[config.mk]
export PLATFORM = sky130hd
export DESIGN_NAME = lz4d_ctrl
export DESIGN_NICKNAME = d
export VERILOG_FILES = /design/src/hdl/lz4d_pkg.sv /design/src/hdl/lz4d_ctrl.sv
export VERILOG_INCLUDE_DIRS = /design/src /design/src/hdl
export SDC_FILE = /design/constraint.sdc
export NUM_CORES = 1
export LEC_CHECK = 0
export BUFFER_PORTS_ARGS = -buffer_cell sky130_fd_sc_hd__clkbuf_2
export CORE_AREA = 2 2 39 41
export CTS_CLUSTER_DIAMETER = 200
export DETAILED_ROUTE_END_ITERATION = 10
export DIE_AREA = 0 0 41 43
export GPL_TIMING_DRIVEN = 1
export SLEW_MARGIN = 20
export SYNTH_ARGS = -nofsm -noshare
export SYNTH_HDL_FRONTEND = slang
export SYNTH_SLANG_ARGS = --single-unit
[constraint.sdc]
create_clock -name aclk -period 1.22 [get_ports aclk]
set_input_delay 0.244 -clock aclk [delete_from_list [all_inputs] [get_ports aclk]]
set_output_delay 0.244 -clock aclk [all_outputs]
set_load 0.01 [all_outputs]
[src/hdl/assert_macros.svh]
// Assertion macros shared by the RTL files.
`ifndef ASSERT_MACROS_SVH
`define ASSERT_MACROS_SVH

// Checks an implication at every rising clock edge outside reset.
`define ASSERT_CLK(lbl, clk, rstn, prop) \
    lbl: assert property (@(posedge clk) disable iff (!rstn) prop) \
        else $error("assertion failed");

// Checks a plain condition at every rising clock edge outside reset.
`define ASSERT_ALWAYS(lbl, clk, rstn, cond) \
    `ASSERT_CLK(lbl, clk, rstn, (cond))

`endif

[src/hdl/lz4d_pkg.sv]
// ----------------------------------------------------------------------------
// LZ4 block decoder package
// Shared payload types, operation codes, parse phases and controller commands.
// ----------------------------------------------------------------------------
`default_nettype none

package lz4d_pkg;

    localparam int unsigned WINDOW_BYTES = 65536;
    localparam int unsigned ADDR_W = 16;

    localparam logic [1:0] OP_FEED  = 2'd0;
    localparam logic [1:0] OP_END   = 2'd1;
    localparam logic [1:0] OP_START = 2'd2;

    localparam logic [1:0] STATUS_OK     = 2'd0;
    localparam logic [1:0] STATUS_BADOFF = 2'd1;
    localparam logic [1:0] STATUS_TRUNC  = 2'd2;

    localparam logic [7:0] LEN_EXTEND = 8'd255;
    localparam logic [3:0] NIBBLE_EXT = 4'd15;
    localparam logic [7:0] MATCH_MIN  = 8'd4;

    typedef enum logic [2:0] {
        PH_TOKEN    = 3'd0,
        PH_LITLEN   = 3'd1,
        PH_LITERALS = 3'd2,
        PH_OFFLO    = 3'd3,
        PH_OFFHI    = 3'd4,
        PH_MATCHLEN = 3'd5
    } phase_t;

    typedef enum logic [2:0] {
        ST_IDLE,
        ST_DECODE,
        ST_COPY_RD,
        ST_COPY_WR,
        ST_EMIT,
        ST_FLUSH
    } ctrl_state_t;

    typedef struct packed {
        logic [1:0] op;
        logic [7:0] in_byte;
    } in_item_t;

    typedef struct packed {
        logic [63:0] out_bytes;
        logic [3:0]  byte_count;
        logic [1:0]  status;
        logic        last;
    } out_item_t;

    typedef struct packed {
        logic load;
        logic decode;
        logic copy_rd;
        logic copy_wr;
        logic emit;
        logic emit_last;
    } dp_cmd_t;

    typedef struct packed {
        logic copy_go;
        logic copy_done;
        logic pack_full;
        logic out_free;
    } dp_status_t;

endpackage

`default_nettype wire

[src/hdl/lz4d_ctrl.sv]
// ----------------------------------------------------------------------------
// LZ4 block decoder controller
// Sequences decode, byte copy and result transfers for one input item.
// ----------------------------------------------------------------------------
`default_nettype none

module lz4d_ctrl (
    input  wire                  aclk,
    input  wire                  aresetn,
    input  wire                  s_valid,
    output logic                 s_ready,
    input  lz4d_pkg::dp_status_t dp_status,
    output lz4d_pkg::dp_cmd_t    dp_cmd
);
    import lz4d_pkg::*;

    ctrl_state_t state_reg, state_next;

    always_ff @(posedge aclk) begin
        if (!aresetn) begin
            state_reg <= ST_IDLE;
        end else begin
            state_reg <= state_next;
        end
    end

    always_comb begin
        state_next = state_reg;
        case (state_reg)
            ST_IDLE: begin
                if (s_valid) state_next = ST_DECODE;
            end
            ST_DECODE: begin
                state_next = dp_status.copy_go ? ST_COPY_RD : ST_FLUSH;
            end
            ST_COPY_RD: begin
                state_next = ST_COPY_WR;
            end
            ST_COPY_WR: begin
                if (dp_status.copy_done) state_next = ST_FLUSH;
                else if (dp_status.pack_full) state_next = ST_EMIT;
                else state_next = ST_COPY_RD;
            end
            ST_EMIT: begin
                if (dp_status.out_free) state_next = ST_COPY_RD;
            end
            ST_FLUSH: begin
                if (dp_status.out_free) state_next = ST_IDLE;
            end
            default: begin
                state_next = ST_IDLE;
            end
        endcase
    end

    always_comb begin
        s_ready          = (state_reg == ST_IDLE);
        dp_cmd           = '0;
        dp_cmd.load      = (state_reg == ST_IDLE) && s_valid;
        dp_cmd.decode    = (state_reg == ST_DECODE);
        dp_cmd.copy_rd   = (state_reg == ST_COPY_RD);
        dp_cmd.copy_wr   = (state_reg == ST_COPY_WR);
        dp_cmd.emit      = ((state_reg == ST_EMIT) || (state_reg == ST_FLUSH))
                           && dp_status.out_free;
        dp_cmd.emit_last = (state_reg == ST_FLUSH);
    end

    `include "assert_macros.svh"

    `ASSERT_CLK(a_wr_after_rd, aclk, aresetn, dp_cmd.copy_wr |-> $past(dp_cmd.copy_rd))
    `ASSERT_CLK(a_load_to_decode, aclk, aresetn, dp_cmd.load |=> dp_cmd.decode)
    `ASSERT_CLK(a_flush_to_idle, aclk, aresetn, (dp_cmd.emit && dp_cmd.emit_last) |=> s_ready)

endmodule

`default_nettype wire

# --- Yosys cells after proc, flatten, opt, wreduce, memory -nomap -nowiden ---
# Index checks and enable logic that the tools add are counted.
word_totals:
  ff_bits: 3
  inputBits: 7
  out_inout_bits: 7
  word_cells: 21
op_classes:
  n_eq_ne: 8
  muxes: 7
  reduce_logical: 5
ops:
  columns: ["operator", "count"]
  rows:
  - ["$mux 3", 6]
  - ["$pmux 3 s6", 1]
  - ["$eq 3x2->1 const B", 2]
  - ["$eq 3x3->1 const B", 2]
  - ["$ne 2x2->1 const B", 3]
  - ["$eq 3x1->1 const B", 1]
  - ["$logic_not 3->1", 1]
  - ["$reduce_and 3->1", 1]
  - ["$logic_and 1x1->1", 2]
  - ["$logic_or 1x1->1", 1]

# --- Depth between registers and ports, before layout ---
logic_depth:
  word_depth: 3
  depth_mapped: 4
  mapped_depth_nobuf: 3

# --- Least setup slack after synthesis ---
# No wires, ideal clock.
synth_path:
  path_kind: "register to output"
  start: "register state_reg[1]"
  end: "output port dp_cmd[5] (netlist name)"
  t_arrival_ns: 0.999
  required_ns: 0.976
  setup_slack_ns: -0.023
  stages_incl_launch_ff: 4
  n_path_buf: 1
  cell_sequence: "dfxtp_1 > buf_6 > nor3_1 > and2_1"
synth_rtl:
  columns: ["element", "line_no", "source"]
  rows:
  - ["from (decl)", "lz4d_ctrl.sv:17", "ctrl_state_t state_reg, state_next;"]
  - ["from (signal assigned)", "lz4d_ctrl.sv:23", "state_reg <= state_next;"]
  - ["to (decl)", "lz4d_ctrl.sv:13", "output lz4d_pkg::dp_cmd_t dp_cmd"]

==> impl_summary.md <==
Logic synthesis
The number of standard cells after synthesis is 32. Yosys printed 0 warnings. The post-synthesis sequential element count is 3.

The post-synth design cell area is 264 um2. The xor/xnor cell area share of the yosys netlist is 0%. The mux contribution to synthesized area is 0%. By area, the combinational part of the netlist is dominated by simple AND/OR/NAND/NOR gates. In this run, distinct cell masters in the synthesized netlist total 21. Synthesis produced a netlist with a net count of 39. Sequential cells were found to cover 22.7% of the synthesized design area.

The adder-cell area share of the yosys netlist is 0%. The mean instance size in the synthesized netlist is between 8 and 9 um2. The simple-gate share of the synthesized area is a little over two fifths. The compound-cell area share of the yosys netlist is a little under a quarter.

Min path
The hold path depth is 2. The tightest min-delay check is of the in2reg type. The startpoint of the worst hold path is aresetn. The capture endpoint of the worst hold path is state_reg[2]$_SDFFE_PN0P_.

Setup path
STA classifies the critical path startpoint as a register. On the critical path, the stage with the largest delay is an instance of dfxtp_4. The start-to-end type of the worst setup path is reg2out.

The endpoint required time on the critical path is between 900 and 1000 ps. In this run the worst path has a maximum fanout of 8. The signal on the critical path passes through nor3_4, and2_1, buf_2. The internal reg-to-reg setup slack is about 50 ps.

Grouping stages by cell kind, the critical path spends the most delay in flip-flops. The number of buffer and inverter instances along the worst setup path is 1. In this run the critical register-to-register path is captured at state_reg[2]$_SDFFE_PN0P_. The data arrival at the endpoint of the critical path is between 1000 and 1500 ps.

The worst register-to-register path begins at state_reg[1]$_SDFFE_PN0P_. The kind of end point of the critical path is an output pin. The length in cells of the worst reg-to-reg path is 5. In this design, the stage delay of the slowest critical-path cell is roughly 370 ps.

Clock tree
TritonCTS built the clock tree. After clock tree synthesis, the clock-pin slew on the worst setup and hold paths is roughly 40 ps. In this run the number of H-tree levels came out at 1. The maximum clock insertion buffer count is 2. The clock drives 3 sinks. Clock latency on the worst-skew pair, taken at its later pin, is between 200 and 250 ps. CTS placed an instance of clkbuf_4 at the clock tree root. The total clock buffers created by CTS is 3. Buffers inserted to repair hold after CTS numbered 0.

Timing
Across all setup checks in the final design, the least slack found is -65.2 ps. The post-route clock skew is between 7 and 8 ps. Timing would allow up to between 700 and 800 MHz.

The final cycle utilization of the critical path is 105%. Setup total negative slack on the finished layout was measured at -144 ps. At the pin with the least slew margin, the transition time is approximately 190 ps. The number of hold violations in the final report is 0. The max-slew violation count is 0. The relative slew slack is roughly 87%. For the finished layout, the period the worst path requires is ~1300 ps. Setup repair after global routing could not meet its margin everywhere. The number of failing setup endpoints in the final timing report is 4.

Route
The detailed-route wire length per cell is between 9 and 10 um. The via count is between 200 and 300. The remaining number of nets flagged by the antenna check after routing is 0.

For this block, the routed nets add up to ~670 um of wire. The detailed router's first-iteration violation count is 4. The number of DRC violations after detailed routing is 0. In the routed layout, each cell is associated on average with a via count of between 4 and 5. The total iterations of the first detailed-routing run is 3.

Finish
The antenna cell count is 0. The signed area change from the synthesized netlist to the final layout is 74.4%. The most common cell after layout, fill and taps aside is clkbuf_2.

The layout net count is 61. The proportion of layout cells with a drive suffix above 1 is around two thirds. The number of standard cells in the final layout excluding fillers is 69. The register with the most flip-flops in the layout has 3 of them. The final core utilization is roughly 33%.

Leaving out fill and tap cells, the most frequent cells in the layout are clkbuf_2 (7), buf_4 (5), buf_2 (4).

Global route
The global-route wire length before repair is approximately 1100 um. The via count of the first global-routing pass is a little under 300. Entering global routing, the biggest net connects 9 pins. The total overflow left after global routing is 0. Across every metal layer, demand over resource in global routing totals 9.54%. The initial antenna violation count came to 0.

Status
The final reports fail on negative setup slack. The flow ran to the end, but the final reports show violations.

Floorplan
The chip height is between 40 and 50 um. The placeable core region is 1380 um2. For this configuration, the core starts out at a cell density of a little under a fifth. The floorplan die area is ~1800 um2.

The die boundary width is between 40 and 50 um. The floorplan row count is 14. The top-level port count is 14.

Placement
The half-perimeter wire length after detailed placement is between 500 and 600 um. The worst setup slack after placement is roughly 30 ps. The count of placed standard cells including taps is between 60 and 70.

The total of buffers placed on input and output ports is 13. At the end of routability-driven placement, the weighted congestion stood at between 0.6 and 0.7.

Job
The total of max-cap violations is 0.

Pwr
Across the VDD grid, the largest voltage drop is roughly 0.43 mV. The areal power density over the cells is roughly 1200 nW/um2. Overall power consumption after layout is estimated at ~530 uW. For this design the static power due to leakage is about 0.00023 uW.
-- final cells by class --
| type | instances | area, um2 |
|---|---|---|
| clock buffer | 4 | 26.3 |
| multi-input combinational | 25 | 209 |
| timing repair buffer | 19 | 126 |
| tap | 16 | 20.0 |
| inverter | 2 | 7.51 |
| sequential | 3 | 71.3 |
| fill | 140 | 923 |
-- metrics by stage --
stage | hold slack [ps] | cell area [um2]
global placement | 512 | 350
detailed placement | 520 | 350
CTS | 256 | 420
global route | 271 | 460
floorplan | 362 | 269
finish | 258 | 460
-- metal layers --
metal / vias to the layer above / GRT usage, % / wire length (um)
met5: - / 0 / 0
met2: 9 / 14.1 / 346
li1: 150 / - / -
met4: 0 / 2.00 / 0
met1: 133 / 9.97 / 259
met3: 0 / 8.38 / 63
-- kinds of logic after synthesis --
logic type | after synthesis
and+or+nand+nor | 17
AOI/OAI and AO/OA | 8
buffers and inverters | 4
DFF | 3
-- synth_stat cells --
master / instances / area (um2)
buf_6: 1 / 11.3
dfxtp_1: 3 / 60.1
a21oi_1: 2 / 10.0
nor3b_2: 1 / 12.5
nor2b_1: 1 / 6.26
nand2_1: 2 / 7.51
and2_1: 2 / 12.5
and2b_1: 2 / 15.0
nand2b_2: 1 / 8.76
o211a_1: 1 / 10.0
or2_0: 1 / 6.26
inv_1: 2 / 7.51
o21ai_0: 2 / 10.0
a211oi_2: 1 / 12.5
o22ai_2: 1 / 12.5
o21a_1: 1 / 7.51
nand3b_4: 1 / 20.0
buf_4: 1 / 7.51
nor3_1: 2 / 10.0
nand3_1: 1 / 5.00
nor2_1: 3 / 11.3
-- power breakdown --
group          switching [uW]  internal (uW)  leakage [uW]
combinational            85.5            118      0.000191
sequential               33.7            114     0.0000267
clock                    58.8            123     0.0000150
total                     178            355      0.000233
-- what timing repair did --
item,CTS,global route
pin swaps,3,3
gates resized for setup,11,11
setup buffers,2,2
setup endpoints to repair,7,8
-- how the worst max path moves through the flow --
stage | startpoint | endpoint | depth (start not counted)
finish | state_reg[1]$_SDFFE_PN0P_ | dp_cmd[5] | 3
global route | state_reg[1]$_SDFFE_PN0P_ | dp_cmd[5] | 3
CTS | state_reg[0]$_SDFFE_PN0P_ | dp_cmd[5] | 3
detailed placement | state_reg[1]$_SDFFE_PN0P_ | state_reg[2]$_SDFFE_PN0P_ | 4
global placement | state_reg[1]$_SDFFE_PN0P_ | state_reg[2]$_SDFFE_PN0P_ | 4
floorplan | state_reg[1]$_SDFFE_PN0P_ | dp_cmd[5] | 3
(Power assumes the default switching activity.)
